$ cat config.mk
export PLATFORM = sky130hd
export DESIGN_NAME = morse_code_keyer_unit
export DESIGN_NICKNAME = d
export VERILOG_FILES = /design/src/mck_pkg.sv /design/src/mck_dp.sv /design/src/mck_ctrl.sv /design/src/morse_code_keyer_unit.sv
export SDC_FILE = /design/constraint.sdc
export NUM_CORES = 1
export LEC_CHECK = 0
export ABC_AREA = 0
export BUFFER_PORTS_ARGS = -buffer_cell sky130_fd_sc_hd__buf_2
export CAP_MARGIN = 20
export CORE_MARGIN = 4
export CORE_UTILIZATION = 49
export DETAILED_ROUTE_END_ITERATION = 12
export PLACE_DENSITY = 0.72
export SETUP_SLACK_MARGIN = 0.3
export SLEW_MARGIN = 20
export SYNTH_ARGS = -nofsm -noshare
export SYNTH_HDL_FRONTEND = slang
export SYNTH_SLANG_ARGS = --single-unit
$ cat constraint.sdc
create_clock -name clk -period 4.45 [get_ports clk]
set_input_delay 0 -clock clk [delete_from_list [all_inputs] [get_ports clk]]
set_output_delay 0 -clock clk [all_outputs]
set_load 0.01 [all_outputs]
$ cat src/mck_pkg.sv
// Shared types, constants and the character pattern table for the Morse keyer.
`default_nettype none
package mck_pkg;

	// Unit counts of the segment kinds
	localparam logic [2:0] UNITS_DOT        = 3'd1;
	localparam logic [2:0] UNITS_DASH       = 3'd3;
	localparam logic [2:0] UNITS_SYMBOL_GAP = 3'd1;
	localparam logic [2:0] UNITS_LETTER_GAP = 3'd3;
	localparam logic [2:0] UNITS_WORD_EXTRA = 3'd4;

	localparam logic [15:0] UNIT_LENGTH_RESET = 16'd100;

	localparam logic [7:0] CHAR_SPACE   = 8'h20;
	localparam logic [7:0] CHAR_NEWLINE = 8'h0A;

	// Pattern code: [7:5] symbol count, [4:0] symbols, first in bit 0, 1 = dash
	localparam logic [7:0] LETTER_CODES [26] = '{
		8'h42, 8'h81, 8'h85, 8'h61, 8'h20, 8'h84, 8'h63, 8'h80,
		8'h40, 8'h8E, 8'h65, 8'h82, 8'h43, 8'h41, 8'h67, 8'h86,
		8'h8B, 8'h62, 8'h60, 8'h21, 8'h64, 8'h88, 8'h66, 8'h89,
		8'h8D, 8'h83
	};

	localparam logic [7:0] DIGIT_CODES [10] = '{
		8'hBF, 8'hBE, 8'hBC, 8'hB8, 8'hB0, 8'hA0, 8'hA1, 8'hA3,
		8'hA7, 8'hAF
	};

	typedef enum logic [1:0] {
		CH_NONE,
		CH_SYMBOLS,
		CH_SPACE
	} char_kind_t;

	typedef enum logic [1:0] {
		SEG_MARK,
		SEG_SYMGAP,
		SEG_LETGAP,
		SEG_WORD
	} seg_kind_t;

	// Controller to datapath
	typedef struct packed {
		logic      load;
		logic      emit;
		seg_kind_t kind;
		logic [2:0] sym_idx;
	} dp_cmd_t;

	// Datapath to controller
	typedef struct packed {
		char_kind_t char_kind;
		logic [2:0] sym_count;
	} dp_status_t;

	// Pattern lookup; returns 0 for characters without a pattern
	function automatic logic [7:0] morse_code(input logic [7:0] ch);
		logic [7:0] code;
		code = 8'h00;
		if (ch inside {[8'h61:8'h7A]})
			code = LETTER_CODES[5'(ch - 8'h61)];
		else if (ch inside {[8'h41:8'h5A]})
			code = LETTER_CODES[5'(ch - 8'h41)];
		else if (ch inside {[8'h30:8'h39]})
			code = DIGIT_CODES[4'(ch - 8'h30)];
		return code;
	endfunction

endpackage
`default_nettype wire

$ cat src/mck_dp.sv
// Keyer datapath: character latch, pattern decode, unit register and segment output.
`default_nettype none
module mck_dp (
	input  wire logic               clk,
	input  wire logic               arst_n,
	input  wire logic [7:0]         char_code,
	input  wire logic               end_of_message,
	input  wire logic               cfg_wr_en,
	input  wire logic [15:0]        cfg_wr_data,
	input  wire mck_pkg::dp_cmd_t   cmd,
	output mck_pkg::dp_status_t     status,
	output logic                    seg_strobe,
	output logic                    lamp_on,
	output logic [17:0]             duration,
	output logic                    last_of_char,
	output logic                    message_end
);
	import mck_pkg::*;

	char_kind_t  char_kind_q;
	logic [7:0]  code_q;
	logic        msg_q;
	logic [15:0] unit_len_q;
	logic        strobe_q;
	logic        lamp_q;
	logic [17:0] dur_q;
	logic        last_q;
	logic        mend_q;

	logic [7:0]  code_d;
	logic [2:0]  units;
	logic        lamp_d;
	logic        last_d;

	// Decode of the incoming character
	always_comb begin
		code_d = morse_code(char_code);
	end

	// Character latch on load
	always_ff @(posedge clk or negedge arst_n) begin
		if (!arst_n) begin
			char_kind_q <= CH_NONE;
		end else if (cmd.load) begin
			if (char_code inside {CHAR_SPACE, CHAR_NEWLINE})
				char_kind_q <= CH_SPACE;
			else if (code_d[7:5] != 3'd0)
				char_kind_q <= CH_SYMBOLS;
			else
				char_kind_q <= CH_NONE;
		end
	end

	always_ff @(posedge clk) begin
		if (cmd.load) begin
			code_q <= code_d;
			msg_q  <= end_of_message;
		end
	end

	// Unit length register
	always_ff @(posedge clk or negedge arst_n) begin
		if (!arst_n)
			unit_len_q <= UNIT_LENGTH_RESET;
		else if (cfg_wr_en)
			unit_len_q <= cfg_wr_data;
	end

	// Segment unit count and flags
	always_comb begin
		units  = UNITS_DOT;
		lamp_d = 1'b0;
		last_d = 1'b0;
		case (cmd.kind)
			SEG_MARK: begin
				lamp_d = 1'b1;
				units  = code_q[cmd.sym_idx] ? UNITS_DASH : UNITS_DOT;
			end
			SEG_SYMGAP: units = UNITS_SYMBOL_GAP;
			SEG_LETGAP: begin
				units  = UNITS_LETTER_GAP;
				last_d = 1'b1;
			end
			SEG_WORD: begin
				units  = UNITS_WORD_EXTRA;
				last_d = 1'b1;
			end
			default: units = UNITS_DOT;
		endcase
	end

	// Output beat register
	always_ff @(posedge clk or negedge arst_n) begin
		if (!arst_n)
			strobe_q <= 1'b0;
		else
			strobe_q <= cmd.emit;
	end

	always_ff @(posedge clk) begin
		if (cmd.emit) begin
			lamp_q <= lamp_d;
			dur_q  <= 18'(units) * 18'(unit_len_q);
			last_q <= last_d;
			mend_q <= last_d & msg_q;
		end
	end

	assign status.char_kind = char_kind_q;
	assign status.sym_count = code_q[7:5];

	assign seg_strobe   = strobe_q;
	assign lamp_on      = lamp_q;
	assign duration     = dur_q;
	assign last_of_char = last_q;
	assign message_end  = mend_q;

`ifndef SYNTHESIS
	a_mend_last: assert property (@(posedge clk) disable iff (!arst_n)
		strobe_q && mend_q |-> last_q)
		else $error("message_end without last_of_char");
	a_lamp_not_last: assert property (@(posedge clk) disable iff (!arst_n)
		strobe_q && lamp_q |-> !last_q)
		else $error("lit segment flagged as last");
	a_strobe_follows_emit: assert property (@(posedge clk) disable iff (!arst_n)
		cmd.emit |=> strobe_q)
		else $error("emitted segment lost");
`endif

endmodule
`default_nettype wire

$ cat src/mck_ctrl.sv
// Keyer controller: walks the symbols of one character and sequences the segments.
`default_nettype none
module mck_ctrl (
	input  wire logic                clk,
	input  wire logic                arst_n,
	input  wire logic                start,
	input  wire mck_pkg::dp_status_t status,
	output mck_pkg::dp_cmd_t         cmd,
	output logic                     busy
);
	import mck_pkg::*;

	typedef enum logic {
		ST_IDLE,
		ST_RUN
	} state_t;

	state_t     state_q;
	logic [2:0] sym_idx_q;
	logic       gap_q;
	logic       last_sym;

	assign last_sym = (sym_idx_q == 3'(status.sym_count - 3'd1));

	// Command decode
	always_comb begin
		cmd.load    = (state_q == ST_IDLE) && start;
		cmd.emit    = 1'b0;
		cmd.kind    = SEG_MARK;
		cmd.sym_idx = sym_idx_q;
		if (state_q == ST_RUN) begin
			case (status.char_kind)
				CH_SPACE: begin
					cmd.emit = 1'b1;
					cmd.kind = SEG_WORD;
				end
				CH_SYMBOLS: begin
					cmd.emit = 1'b1;
					if (!gap_q)
						cmd.kind = SEG_MARK;
					else if (last_sym)
						cmd.kind = SEG_LETGAP;
					else
						cmd.kind = SEG_SYMGAP;
				end
				default: cmd.emit = 1'b0;
			endcase
		end
	end

	// State and symbol position
	always_ff @(posedge clk or negedge arst_n) begin
		if (!arst_n) begin
			state_q   <= ST_IDLE;
			sym_idx_q <= 3'd0;
			gap_q     <= 1'b0;
		end else begin
			case (state_q)
				ST_IDLE: begin
					if (start) begin
						state_q   <= ST_RUN;
						sym_idx_q <= 3'd0;
						gap_q     <= 1'b0;
					end
				end
				ST_RUN: begin
					if (status.char_kind != CH_SYMBOLS) begin
						state_q <= ST_IDLE;
					end else if (!gap_q) begin
						gap_q <= 1'b1;
					end else if (last_sym) begin
						state_q <= ST_IDLE;
					end else begin
						gap_q     <= 1'b0;
						sym_idx_q <= sym_idx_q + 3'd1;
					end
				end
				default: state_q <= ST_IDLE;
			endcase
		end
	end

	assign busy = (state_q != ST_IDLE);

`ifndef SYNTHESIS
	a_idle_no_emit: assert property (@(posedge clk) disable iff (!arst_n)
		!busy |-> !cmd.emit)
		else $error("segment emitted while idle");
	a_idx_in_range: assert property (@(posedge clk) disable iff (!arst_n)
		busy && status.char_kind == CH_SYMBOLS |-> sym_idx_q < status.sym_count)
		else $error("symbol index past pattern");
	a_load_starts: assert property (@(posedge clk) disable iff (!arst_n)
		cmd.load |=> busy && !gap_q && sym_idx_q == 3'd0)
		else $error("run did not start at first symbol");
`endif

endmodule
`default_nettype wire

$ cat src/morse_code_keyer_unit.sv
// Top level of the International Morse code keyer.
//
// Usage: drive char_code and end_of_message and raise start; the character is
// taken at a clock edge where start is high and busy is low. The block then
// emits key segments, one per cycle, each shown for one cycle with seg_strobe
// high: lamp_on, duration (units times unit_length ticks), last_of_char, and
// message_end on the last segment of a final character.
// A character with n symbols keeps busy high while it yields 2n segments;
// space or newline yields one segment; an unsupported character yields none.
// Each segment is registered in the output beat register before it reaches
// the ports; the sequencer issues one per cycle.
// The next character may be taken at the edge after busy falls.
// The receiver cannot stall: every strobed segment is taken in its cycle.
// cfg_wr_en writes cfg_wr_data to unit_length at the clock edge; write it only while idle (not enforced by the block).
// Reset clears the sequencer and the output strobe and sets unit_length to 100.
`default_nettype none
module morse_code_keyer_unit (
	input  wire logic        clk,
	input  wire logic        arst_n,
	input  wire logic        start,
	output logic             busy,
	input  wire logic [7:0]  char_code,
	input  wire logic        end_of_message,
	input  wire logic        cfg_wr_en,
	input  wire logic [15:0] cfg_wr_data,
	output logic             seg_strobe,
	output logic             lamp_on,
	output logic [17:0]      duration,
	output logic             last_of_char,
	output logic             message_end
);
	import mck_pkg::*;

	dp_cmd_t    cmd;
	dp_status_t status;

	// Sequencer
	mck_ctrl u_ctrl (
		.clk    (clk),
		.arst_n (arst_n),
		.start  (start),
		.status (status),
		.cmd    (cmd),
		.busy   (busy)
	);

	// Decode, unit register and output beat
	mck_dp u_dp (
		.clk            (clk),
		.arst_n         (arst_n),
		.char_code      (char_code),
		.end_of_message (end_of_message),
		.cfg_wr_en      (cfg_wr_en),
		.cfg_wr_data    (cfg_wr_data),
		.cmd            (cmd),
		.status         (status),
		.seg_strobe     (seg_strobe),
		.lamp_on        (lamp_on),
		.duration       (duration),
		.last_of_char   (last_of_char),
		.message_end    (message_end)
	);

endmodule
`default_nettype wire
# After elaboration in Yosys (flattened, before gate mapping)
# Memories as Yosys holds them, arrays and structs flattened.
# Index checks and enable logic that the tools add are counted.
# totals
regBits,54
mem_bits_ro,640
input_bits,29
out_inout_bits,23
wordCells,97
memories,3
# op_classes
n_addsub,5
mul,1
n_lt_le_gt_ge,10
n_eq_ne,13
mux,37
bitwise,5
n_reduce_logical,11
# mem_list
memory,words,word_bits,read_ports,rd_clocked_by_memory_dff,write_ports,line_no,source
(no name shown),32,8,1,0,0,mck_pkg.sv:62,code = LETTER_CODES[5'(ch - 8'h61)];
(no name shown),32,8,1,0,0,mck_pkg.sv:64,code = LETTER_CODES[5'(ch - 8'h41)];
(no name shown),16,8,1,0,0,mck_pkg.sv:66,code = DIGIT_CODES[4'(ch - 8'h30)];
# ops
operator,count
$mux W8,9
$mul A3 B16 Y18,1
$ge A8 B7 Y1 const B,2
$le A8 B7 Y1 const B,2
$mux W3,5
$mux W1,13
$ge A6 B6 Y1 const B,2
$not A5 Y6,2
$pmux W3 S4,1
$sub A5 B1 Y5 const B,2
$eq A8 B4 Y1 const B,1
$eq A8 B6 Y1 const B,1
$ge A8 B6 Y1 const B,1
$le A8 B6 Y1 const B,1
$mux W2,4
$ne A2 B2 Y1 const B,4
$eq A2 B2 Y1 const B,3
$pmux W3 S2,1
$ge A5 B5 Y1 const B,1
$not A4 Y5,1
$eq A2 B1 Y1 const B,2
$logic_and A1 B1 Y1,4
$lt A3 B4 Y1 const B,1
$pmux W1 S2,2
other kinds (15),16

# Logic depth before layout (Yosys ltp)
# Gate-level depths: netlist of run 1.
# depth
ltp_word,11
depth_mapped,19
mapped_depth_nobuf,18

# Modules after synthesis
# Synthesis of run 1 repeated with hierarchy kept, for this count alone.
# hier_totals
hier_cells,416
area_unflattened_um2,4149.0
# modules_own_cells
mod,n_inst,cells_per_inst,area_each_um2,seq_area_each_um2
mck_dp,1,376,3777.4,1380.1
mck_ctrl,1,40,371.6,125.1

# Worst setup path before layout of run 1
# No wires, ideal clock.
# synth_timing
path_kind,flip-flop to flip-flop
from,reg u_dp.char_kind_q[0]
to,"reg u_dp.dur_q[15], in the netlist u_dp.duration[15], data pin"
setup_time_ns,0.261
t_arrival_ns,4.626
t_required_ns,4.189
path_slack_ns,-0.437
path_stages_with_launch,16
n_path_buf,1
synth_period_minus_slack_ns,4.887
path_cell_list,dfrtp_1 inv_1 ha_1 nor2b_1 a21oi_1 o22ai_1 buf_2 nand2_1 fa_1 inv_1 ha_1 a211oi_1 nor2_1 o2111ai_1 a21boi_0 a311o_1
# synth_between
elab_chain_len,6
elab_cells_between_ends,10
cone_classes,1 x mul; 5 x eq/ne; 3 x mux; 1 x reduce/logical
# synth_lines
element,line_no,source
"start, declared",mck_dp.sv:20,char_kind_t char_kind_q;
"start signal, assigned",mck_dp.sv:43,char_kind_q <= CH_NONE;
"start signal, assigned",mck_dp.sv:46,char_kind_q <= CH_SPACE;
"start signal, assigned",mck_dp.sv:48,char_kind_q <= CH_SYMBOLS;
$eq A2 B1 Y1 or $eq A2 B2 Y1 (tied branches),mck_ctrl.sv:32,case (status.char_kind)
$pmux W2 S2 (*),mck_ctrl.sv:32,
$mux W3 (*),mck_ctrl.sv:31,if (state_q == ST_RUN) begin
$eq A2 B2 Y1 (tied with other cells),mck_dp.sv:74,case (cmd.kind)
$pmux W3 S4 (*),mck_dp.sv:74,
$mul A3 B16 Y18 (*),mck_dp.sv:103,dur_q <= 18'(units) * 18'(unit_len_q);
"end signal, assigned",mck_dp.sv:103,
"end, declared",mck_dp.sv:26,logic [17:0] dur_q;
# Mark *: on every way between the ends. The rest lies on a longest branch, timed or not.
# A chain may end at the register's enable or synchronous reset.

# Worst setup path in the final report of run 1
# layout_timing
from,reg u_ctrl.sym_idx_q[0]
to,"reg u_dp.dur_q[16], in the netlist u_dp.duration[16], data pin"
# layout_between
elab_chain_len,8
elab_cells_between_ends,14
cone_classes,1 x mul; 4 x eq/ne; 8 x mux; 1 x reduce/logical
# layout_lines
element,line_no,source
"start, declared",mck_ctrl.sv:19,logic [2:0] sym_idx_q;
"start signal, assigned",mck_ctrl.sv:75,sym_idx_q <= sym_idx_q + 3'd1;
$eq A3 B3 Y1,mck_ctrl.sv:23,assign last_sym = (sym_idx_q == 3'(status.sym_count - 3'd1));
$mux W2,mck_ctrl.sv:41,else if (last_sym)
$mux W2,mck_ctrl.sv:39,if (!gap_q)
$pmux W2 S2,mck_ctrl.sv:32,
$mux W3,mck_ctrl.sv:31,
$eq A2 B2 Y1 (tied with other cells),mck_dp.sv:74,
$pmux W3 S4 (*),mck_dp.sv:74,
$mul A3 B16 Y18 (*),mck_dp.sv:103,
# Mark *: on every way between the ends. The rest lies on a longest branch, timed or not. The select of a mux whose other input is x is not followed.

==> results of run 1 <==
==> cells by family (layout without fill, tap and decap cells) <==
logic type	after synthesis	count (layout)	synth area share, %
AOI/OAI and AO/OA	91	91	14.2
xor gates and xnor gates	14	14	3.26
adders and majority gates	43	43	15.6
buffers and inverters	66	134	6.22
DFF	54	54	36.0
muxes	25	25	7.36
and+or+nand+nor	156	156	17.4
==> power groups by stage <==
stage / Sequential, mW / Clock, mW / Combinational (mW)
final: 0.821 / 0.295 / 1.56
after detailed placement: 0.833 / 0 / 1.30
after floorplan: 0.876 / 0 / 0.912
after CTS: 0.821 / 0.303 / 1.37
after global placement: 0.826 / 0 / 1.26
after global routing: 0.839 / 0.327 / 1.75
==> worst max-delay path, cell delays in order, from the launching register on <==
cell and delay, ns:
dfrtp_2 0.43, mux4_2 0.54, mux2i_4 0.18, buf_4 0.14
buf_4 0.11, o22ai_4 0.10, and2_4 0.18, fa_1 0.51
ha_2 0.17, inv_1 0.05, fa_2 0.35, nor2b_1 0.15
o21ai_2 0.09, a211oi_2 0.30, nor3_2 0.09, o31ai_2 0.24
xor2_1 0.11
==> sequential cells by signal (all words and copies together) (netlist names) <==
signal,count
u_ctrl.busy,1
u_ctrl.gap_q,1
u_ctrl.sym_idx_q,3
u_dp.char_kind_q,2
u_dp.code_q,8
u_dp.duration,18
u_dp.lamp_on,1
u_dp.last_of_char,1
u_dp.message_end,1
u_dp.msg_q,1
u_dp.seg_strobe,1
u_dp.unit_len_q,16
==> cell usage after synthesis, types with 11 or more instances <==
master,n,area (sq um)
edfxtp_1,30,901
fa_1,15,300
clkbuf_1,16,60.1
dfrtp_1,21,526
ha_1,28,350
mux2_2,16,180
nand3_1,11,55.1
inv_1,45,169
a21oi_1,22,110
nor2_1,34,128
o21ai_0,19,95.1
nand2_1,63,236
==> area by class of cell <==
cell class | instances | area [sq um]
fill | 696 | 3220
multi-input combinational | 329 | 2610
sequential | 54 | 1510
timing repair buffer | 81 | 533
inverter | 45 | 169
tap | 105 | 131
clock buffer | 5 | 68.8
clock inverter | 3 | 28.8
==> worst paths after layout <==
| path | end | slack (ns) | cells past startpoint |
|---|---|---|---|
| setup / recovery | u_dp.duration[16]$_DFFE_PP_ | 0.47 | 16 |
| hold / removal | u_dp.char_kind_q[1]$_DFFE_PN0P_ | 0.02 | 4 |
| setup reg to reg | u_dp.duration[16]$_DFFE_PP_ | 0.47 | 16 |
| hold reg to reg | u_dp.message_end$_DFFE_PP_ | 0.56 | 1 |
| max in group asynchronous | u_ctrl.sym_idx_q[0]$_DFFE_PN0P_ | 3.86 | 2 |
| min in group asynchronous | u_ctrl.sym_idx_q[2]$_DFFE_PN0P_ | 0.19 | 2 |
==> routing by layer <==
layer	wire length, um	track usage (%)	vias up
met4	83	3.63	0
met2	4490	30.7	87
met5	0	0	-
met3	449	3.34	8
met1	4030	24.7	1647
li1	-	-	1684
==> metrics by stage <==
step / cell area (sq um) / utilization, % / hold slack, ns / setup slack (ns)
after floorplan: 4200 / - / -0.296 / 0.367
after CTS: 4860 / 58.8 / 0.0119 / 0.287
final: 5040 / 61.1 / 0.0162 / 0.467
after detailed placement: 4520 / 54.8 / 0.0253 / -0.0231
after global placement: 4520 / 54.8 / 0.00561 / 0.176
after global routing: 5040 / 61.1 / 0.0236 / 0.276
==> what timing repair did <==
action / 4_1_cts / 5_1_grt
pin swaps: 3 / 10
hold buffers: 18 / 0
cloned: 0 / 1
gates resized for setup: 10 / 34
setup endpoints to repair: 6 / 9
hold endpoints to repair: 38 / 0
setup buffers: 4 / 3
==> impl_metrics.json, run 1 <==
{
  "wl_per_cell_um": 14.6,
  "unrepaired_setup_endpoints_after_global_routing": "yes",
  "grt_first_pass_wirelength_mm": 15.0,
  "die_w_um": 100,
  "syn_inst": 449,
  "power.static_leakage_nw": 2.28,
  "total_number_of_vias": 3426,
  "p_switching_mw": 1.10,
  "timing.setup.critical_path_class": "reg -> reg",
  "clkTransAtPathRegs_ns": 0.11,
  "initial_utilization_pct": 50.7,
  "floorplan.io_pins": 52,
  "slew_headroom_pct": 37.3,
  "detail_route.vias_per_cell": 5.51,
  "synth_seq_area_share_pct": 36.0,
  "switching_share_pct": 41.2,
  "critical_path.reg2reg.startpoint": "u_ctrl.sym_idx_q[0]$_DFFE_PN0P_",
  "postRouteWirelength_mm": 9.05,
  "finalSetupViolCount": 0,
  "mostFrequentLayoutCell": "nand2_1",
  "synthesized_area_per_cell_sq_um": 9.32,
  "hold_path.startpoint": "char_code[7]",
  "p_clk_share_pct": 11.0,
  "max_cap_viol_count": 0,
  "start_kind": "flop",
  "cts-htree-levels": 2,
  "clock_root_buffer": "clkbuf_8",
  "post_synth_instance_area_sq_um": 4180,
  "maxClockFrequency_mhz": 251,
  "worstPathArrival_ns": 4.05,
  "placed_cells": 588,
  "port_buffers": 51,
  "yosysUniqueCellTypes": 58,
  "primary_flip_flop_cell_chosen_by_synthesis_mapping": "edfxtp_1",
  "remaining_drc_errors": 0,
  "num_antenna_cells": 0,
  "async_flop_share_pct": 44.4,
  "drtAntennaViolNets": 0,
  "combPwrFrac_pct": 58.3,
  "layoutNonFillerInstCount": 622,
  "grt_pass1_vias": 3212,
  "cts-buffers-inserted": 5,
  "cts_tree": "yes",
  "number_of_antenna_violations_at_the_first_check_in_global_routing": 0,
  "cp-end-kind": "flop",
  "timing.final.crit_share_pct": 89.5,
  "ys_ff_latch": 54,
  "finish.net_count": 588,
  "synthesis.nets": 521,
  "slew_viol_final": 0,
  "detailed_place_hpwl_mm": 6.32,
  "core_area_sq_um": 8260,
  "drtPass1Iterations": 5,
  "ys_warn_count": 0,
  "tritoncts_num_sinks": 54,
  "floorplan.die_area_sq_um": 10100,
  "timing.final.crit_period_ns": 3.98,
  "critical_path_peak_fanout": 4,
  "gp_congestion": 0.869,
  "totalNegativeSetupSlack_ns": 0,
  "finalClockSkew_ns": 0.00751,
  "initial_drc_count": 232,
  "irDropWorstVdd_uv": 321,
  "fp-row-count": 33,
  "p_per_area_nw_per_um2": 531,
  "maximum_number_of_pins_on_one_net_before_global_route_repair": 31,
  "seqPwrFrac_pct": 30.7,
  "run_status": "completed",
  "syn2layout_area_growth_pct": 20.5,
  "report.final.hold_viol_count": 0,
  "power_mw": 2.68,
  "ctsLongestPathBuffers": 2,
  "crit_path_start": "u_ctrl.sym_idx_q[0]$_DFFE_PN0P_",
  "grt_util_all_layers_pct": 18.2,
  "source_to_sink_clock_delay_at_the_later_pin_of_the_worst_skew_pair_ns": 0.31,
  "synth_enable_flop_cells": 30,
  "drive_gt1_share_pct": 25.9,
  "worst_ep_required_time_ns": 4.51,
  "intPower_mw": 1.57,
  "hp-class": "in -> reg",
  "highest_count_cells_in_the_layout_ignoring_fill_and_taps": "nand2_1 (63), buf_2 (51), inv_1 (45)",
  "tightestPinTransition_ns": 0.934,
  "global_route.overflow_total": 0,
  "floorplan.die.height_um": 100
}
Note: power is estimated with default switching activity, not from simulation.
==> run 2, diff against run 1 <==
--- a/config.mk
+++ b/config.mk
@@ -12,6 +12,7 @@
 export CORE_UTILIZATION = 49
 export DETAILED_ROUTE_END_ITERATION = 12
 export PLACE_DENSITY = 0.72
+export RECOVER_POWER = 100
 export SETUP_SLACK_MARGIN = 0.3
 export SLEW_MARGIN = 20
 export SYNTH_ARGS = -nofsm -noshare
==> impl_metrics.json, run 2 (synthesized netlist as in run 1, its figures left out) <==
{
  "die_w_um": 100,
  "finalClockSkew_ns": 0.0108,
  "slowest_cp_cell": "mux4_2",
  "timing.final.crit_share_pct": 91.4,
  "timing.final.crit_period_ns": 4.07,
  "syn2layout_area_growth_pct": 18.9,
  "start_kind": "flop",
  "timing.setup.critical_path_class": "reg -> reg",
  "drtPass1Iterations": 6,
  "fin_util_pct": 60.2,
  "gp_congestion": 0.869,
  "wl_per_cell_um": 14.5,
  "cts-buffers-inserted": 5,
  "setup_ws_ns": 0.381,
  "grt_first_pass_wirelength_mm": 15.0,
  "initial_utilization_pct": 50.7,
  "source_to_sink_clock_delay_at_the_later_pin_of_the_worst_skew_pair_ns": 0.32,
  "hold-path-cell-count": 4,
  "unrepaired_setup_endpoints_after_global_routing": "yes",
  "clkTransAtPathRegs_ns": 0.11,
  "critical_path_peak_fanout": 4,
  "grt_util_all_layers_pct": 18.2,
  "fp-row-count": 33,
  "rr_worst_depth": 17,
  "maximum_number_of_pins_on_one_net_before_global_route_repair": 31,
  "remaining_drc_errors": 0,
  "drtAntennaViolNets": 0,
  "initial_drc_count": 190,
  "floorplan.io_pins": 52,
  "power.static_leakage_nw": 2.20,
  "cp-end-kind": "flop",
  "totalNegativeSetupSlack_ns": 0,
  "postRouteWirelength_mm": 9.04,
  "detail_route.vias_per_cell": 5.55,
  "slew_headroom_pct": 9.63,
  "cts_tree": "yes",
  "place_ws_ns": -0.0231,
  "mostFrequentLayoutCell": "nand2_1",
  "tightestPinTransition_ns": 1.36,
  "floorplan.die.height_um": 100,
  "finish.net_count": 588,
  "clock_root_buffer": "clkbuf_8",
  "finalSetupViolCount": 0,
  "worst_ep_required_time_ns": 4.52,
  "cts-htree-levels": 2,
  "core_area_sq_um": 8260,
  "timing.hold.ws_ns": 0.0111,
  "max_cap_viol_count": 0,
  "final_area_sq_um": 4970,
  "worstPathArrival_ns": 4.14,
  "irDropWorstVdd_uv": 323,
  "tritoncts_num_sinks": 54,
  "slew_viol_final": 0,
  "grt_pass1_vias": 3212,
  "p_per_area_nw_per_um2": 528,
  "port_buffers": 51,
  "floorplan.die_area_sq_um": 10100,
  "number_of_antenna_violations_at_the_first_check_in_global_routing": 0,
  "critical_path.most_common_cell": "buf_4",
  "ctsLongestPathBuffers": 2,
  "worst_path_largest_cell_delay_ns": 0.56,
  "detailed_place.area_sq_um": 4520,
  "drive_gt1_share_pct": 18.6,
  "total_number_of_vias": 3451,
  "detailed_place_hpwl_mm": 6.32,
  "run_status": "completed",
  "timing.critical_path.cells": "mux4_2, mux2i_4, buf_4, buf_4, o22ai_4, and2_0, fa_1, ha_1, inv_1, fa_2, nor2b_1, o21ai_2, buf_4, a21o_1, a21oi_1, o22ai_1, xnor2_1",
  "highest_count_cells_in_the_layout_ignoring_fill_and_taps": "nand2_1 (63), inv_1 (45), nor2_1 (33)",
  "number_of_flip_flops_under_the_largest_register_name": 18,
  "maxClockFrequency_mhz": 246,
  "hp-class": "in -> reg",
  "global_route.overflow_total": 0,
  "report.final.hold_viol_count": 0,
  "num_antenna_cells": 0
}
## run 2: critical path: cells and delay by family (launching register included)
kind                     cells  cell delay [ns]
AO/OA/AOI/OAI                5             0.68
XOR/XNOR                     1             0.13
multiplexers                 2             0.74
buffers and inverters        4             0.44
AND/OR/NAND/NOR              2             0.36
flip-flops                   1             0.45
adder cells (fa/ha/maj)      3             1.03
## run 2: repair_timing
item                                    in CTS  in global routing
endpoints found under the setup margin       6                  9
cloned                                       0                  1
gates resized for setup                     10                 34
pin swaps                                    3                 10
hold buffers                                18                  0
hold endpoints to repair                    38                  0
setup buffers                                4                  3
## run 2: where the power goes
part | internal, mW | total, mW | switching [mW]
Sequential | 0.756 | 0.825 | 0.0697
Clock | 0.117 | 0.297 | 0.180
Combinational | 0.660 | 1.50 | 0.844
Total | 1.53 | 2.63 | 1.09
## run 2: routing by layer
metal,share of wire [%],global-route usage [%],up-vias
met5,0,0,-
met1,44,24.7,1664
li1,-,-,1686
met4,0.98,3.63,0
met2,49,30.7,91
met3,5.1,3.34,10
## run 2: final cells by class
cell class                      instances  area (sq um)
Sequential cell                        54          1510
Fill cell                             708          3280
Timing Repair Buffer                   81           498
Clock buffer                            5          68.8
Clock inverter                          3          28.8
Inverter                               45           169
Multi-Input combinational cell        329          2570
Tap cell                              105           131
## run 2: worst paths after layout
path | slack [ns] | end | from
setup / recovery | 0.38 | u_dp.duration[10]$_DFFE_PP_ | u_ctrl.sym_idx_q[0]$_DFFE_PN0P_
hold / removal | 0.01 | u_dp.char_kind_q[1]$_DFFE_PN0P_ | char_code[7]
setup reg to reg | 0.38 | u_dp.duration[10]$_DFFE_PP_ | u_ctrl.sym_idx_q[0]$_DFFE_PN0P_
hold reg to reg | 0.56 | u_dp.message_end$_DFFE_PP_ | u_dp.msg_q$_DFFE_PP_
max in group asynchronous | 3.14 | u_dp.unit_len_q[9]$_DFFE_PN0P_ | arst_n
min in group asynchronous | 0.50 | u_ctrl.sym_idx_q[2]$_DFFE_PN0P_ | arst_n
## run 2: per-stage QoR
| stage | power [mW] | std cells |
|---|---|---|
| finish | 2.63 | 622 |
| global route | 2.86 | 622 |
| CTS | 2.49 | 618 |
| detailed placement | 2.13 | 588 |
| global placement | 2.09 | 588 |
| floorplan | 1.79 | 449 |
==> run 3, diff against run 2 <==
--- a/config.mk
+++ b/config.mk
@@ -17,4 +17,5 @@
 export SLEW_MARGIN = 20
 export SYNTH_ARGS = -nofsm -noshare
 export SYNTH_HDL_FRONTEND = slang
+export SYNTH_HIERARCHICAL = 1
 export SYNTH_SLANG_ARGS = --single-unit
==> impl_metrics.json, run 3 <==
{
  "tightestPinTransition_ns": 1.42,
  "tritoncts_num_sinks": 54,
  "maximum_number_of_pins_on_one_net_before_global_route_repair": 32,
  "clkTransAtPathRegs_ns": 0.09,
  "number_of_flip_flops_under_the_largest_register_name": 18,
  "finish.net_count": 556,
  "timing.final.crit_share_pct": 96.2,
  "synthMostInstantiatedCell": "nand2_1",
  "p_per_area_nw_per_um2": 442,
  "primary_flip_flop_cell_chosen_by_synthesis_mapping": "edfxtp_1",
  "grt_first_pass_wirelength_mm": 14.6,
  "fp-row-count": 33,
  "power.static_leakage_nw": 2.10,
  "gp_congestion": 0.859,
  "ctsLongestPathBuffers": 2,
  "mostFrequentLayoutCell": "nand2_1",
  "totalNegativeSetupSlack_ns": 0,
  "synthesis.nets": 488,
  "timing.final.crit_period_ns": 4.28,
  "fill_cells": 705,
  "num_antenna_cells": 0,
  "slew_headroom_pct": 5.21,
  "detailed_place_hpwl_mm": 6.53,
  "register_area_sq_um": 1510,
  "grt_pass1_vias": 3126,
  "timing.setup.critical_path_class": "reg -> reg",
  "critical_path_peak_fanout": 5,
  "syn2layout_area_growth_pct": 17.9,
  "maxClockFrequency_mhz": 234,
  "run_status": "completed",
  "drtAntennaViolNets": 0,
  "p_switching_mw": 0.839,
  "slew_viol_final": 0,
  "remaining_drc_errors": 0,
  "multi_input_area_sq_um": 2530,
  "ys_ff_latch": 54,
  "core_area_sq_um": 8220,
  "power_mw": 2.16,
  "place_ws_ns": 0.240,
  "syn_inst": 416,
  "start_kind": "flop",
  "postRouteWirelength_mm": 8.82,
  "global_route.overflow_total": 0,
  "die_w_um": 100,
  "ys_warn_count": 6,
  "cp-end-kind": "flop",
  "switching_share_pct": 38.8,
  "yosys.area.top_type_share_pct": 21.7,
  "seqPwrFrac_pct": 37.1,
  "cts_tree": "yes",
  "highest_count_cells_in_the_layout_ignoring_fill_and_taps": "nand2_1 (51), inv_1 (38), clkbuf_1 (33)",
  "post_synth_instance_area_sq_um": 4150,
  "detail_route.vias_per_cell": 5.49,
  "unrepaired_setup_endpoints_after_global_routing": "yes",
  "cts-htree-levels": 2,
  "intPower_mw": 1.32,
  "clock_root_buffer": "clkbuf_8",
  "drtPass1Iterations": 5,
  "floorplan.io_pins": 52,
  "initial_drc_count": 191,
  "async_flop_share_pct": 44.4,
  "synth_top_cells_by_area": "edfxtp_1 (22%), dfrtp_1 (13%), ha_1 (8.4%)",
  "source_to_sink_clock_delay_at_the_later_pin_of_the_worst_skew_pair_ns": 0.30,
  "post_synth_most_frequent_cells": "nand2_1 (55), inv_1 (40), edfxtp_1 (30)",
  "total_number_of_vias": 3239,
  "initial_utilization_pct": 50.5,
  "worst_ep_required_time_ns": 4.50,
  "combPwrFrac_pct": 51.1,
  "drive_gt1_share_pct": 19.2,
  "cts-buffers-inserted": 5,
  "number_of_antenna_violations_at_the_first_check_in_global_routing": 0,
  "finalSetupViolCount": 0,
  "floorplan.die_area_sq_um": 10000,
  "grt_util_all_layers_pct": 18.0,
  "synthesized_area_per_cell_sq_um": 9.97,
  "max_cap_viol_count": 0,
  "fin_util_pct": 59.5,
  "hp-class": "in -> reg",
  "floorplan.die.height_um": 100,
  "synth_seq_area_share_pct": 36.3,
  "report.final.hold_viol_count": 0,
  "wl_per_cell_um": 14.9,
  "yosysUniqueCellTypes": 60,
  "setup_ws_ns": 0.170,
  "p_clk_share_pct": 11.8,
  "synth_enable_flop_cells": 30,
  "port_buffers": 51,
  "finalClockSkew_ns": 0.00292,
  "irDropWorstVdd_uv": 177,
  "worstPathArrival_ns": 4.33,
  "yosysTopAreaCell": "edfxtp_1"
}
-- run 3: final cells by class --
cell class / count / share of cell area [%]
clock buffer: 8 / 1.64
inverter: 40 / 3.07
multi-input combinational: 300 / 51.7
sequential: 54 / 30.8
tap: 105 / 2.69
timing repair buffer: 83 / 10.1
-- run 3: worst paths after layout --
| path | startpoint | to | slack (ns) | cells past startpoint |
|---|---|---|---|---|
| setup / recovery | u_dp/code_q[5]$_DFFE_PP_ | u_dp/duration[16]$_DFFE_PP_ | 0.17 | 18 |
| hold / removal | char_code[7] | u_dp/char_kind_q[1]$_DFFE_PN0P_ | 0.03 | 4 |
| setup reg to reg | u_dp/code_q[5]$_DFFE_PP_ | u_dp/duration[16]$_DFFE_PP_ | 0.17 | 18 |
| hold reg to reg | u_dp/msg_q$_DFFE_PP_ | u_dp/message_end$_DFFE_PP_ | 0.56 | 1 |
| max in group asynchronous | arst_n | u_ctrl/sym_idx_q[0]$_DFFE_PN0P_ | 2.97 | 2 |
| min in group asynchronous | arst_n | u_dp/seg_strobe$_DFF_PN0_ | 0.56 | 2 |
-- run 3: layer usage --
layer  wire [um]  vias up  GRT usage (%)
met5           0        -              0
met4          95        0           4.35
met3         493        9           2.99
met2        4130       89           29.6
met1        4100     1553           25.0
li1            -     1588              -
-- run 3: power by group through the flow --
| stage | sequential, mW | combinational (mW) | clock, mW |
|---|---|---|---|
| 6_report | 0.802 | 1.11 | 0.256 |
| 2_1_floorplan | 0.845 | 0.755 | 0 |
| 3_5_place_dp | 0.811 | 1.07 | 0 |
| 4_1_cts | 0.799 | 1.10 | 0.266 |
| 5_1_grt | 0.819 | 1.22 | 0.287 |
| 3_3_place_gp | 0.805 | 1.05 | 0 |
-- run 3: logic make-up after synthesis --
group / count (synthesis) / share of synthesized area, %
adder cells (fa/ha/maj): 43 / 15.7
multiplexers: 25 / 7.51
AO/OA/AOI/OAI: 84 / 14.7
buffers and inverters: 62 / 6.03
AND/OR/NAND/NOR: 125 / 14.6
XOR/XNOR: 23 / 5.22
flip-flops: 54 / 36.3
-- run 3: critical path, cell delays in order (launching register included) --
cell and delay, ns:
edfxtp_1 0.40, inv_2 0.06, ha_1 0.24, xnor2_2 0.16
nor3_4 0.18, nand4_1 0.13, nand2_1 0.17, clkbuf_1 0.17
nand2_2 0.07, and2_4 0.16, fa_1 0.46, ha_2 0.21
fa_2 0.40, a21o_1 0.21, a221o_1 0.40, a31oi_2 0.23
o31ai_1 0.11, a21oi_1 0.17, xnor2_1 0.10
-- run 3: stage by stage --
step	cell area [sq um]	std cells	hold slack, ns
after floorplan	4320	416	-0.296
after global placement	4620	554	0.0354
after detailed placement	4620	554	0.0442
after CTS	4910	583	0.0135
after global routing	4890	590	0.0189
final	4890	590	0.0251
-- run 3: what timing repair did --
action                                  4_1_cts  5_1_grt
pin swaps                                     1        4
cloned                                        0        1
hold endpoints to repair                     38        0
buffers inserted                              3        6
hold buffers                                 18        0
endpoints found under the setup margin        3        4
resized for setup                             2        4
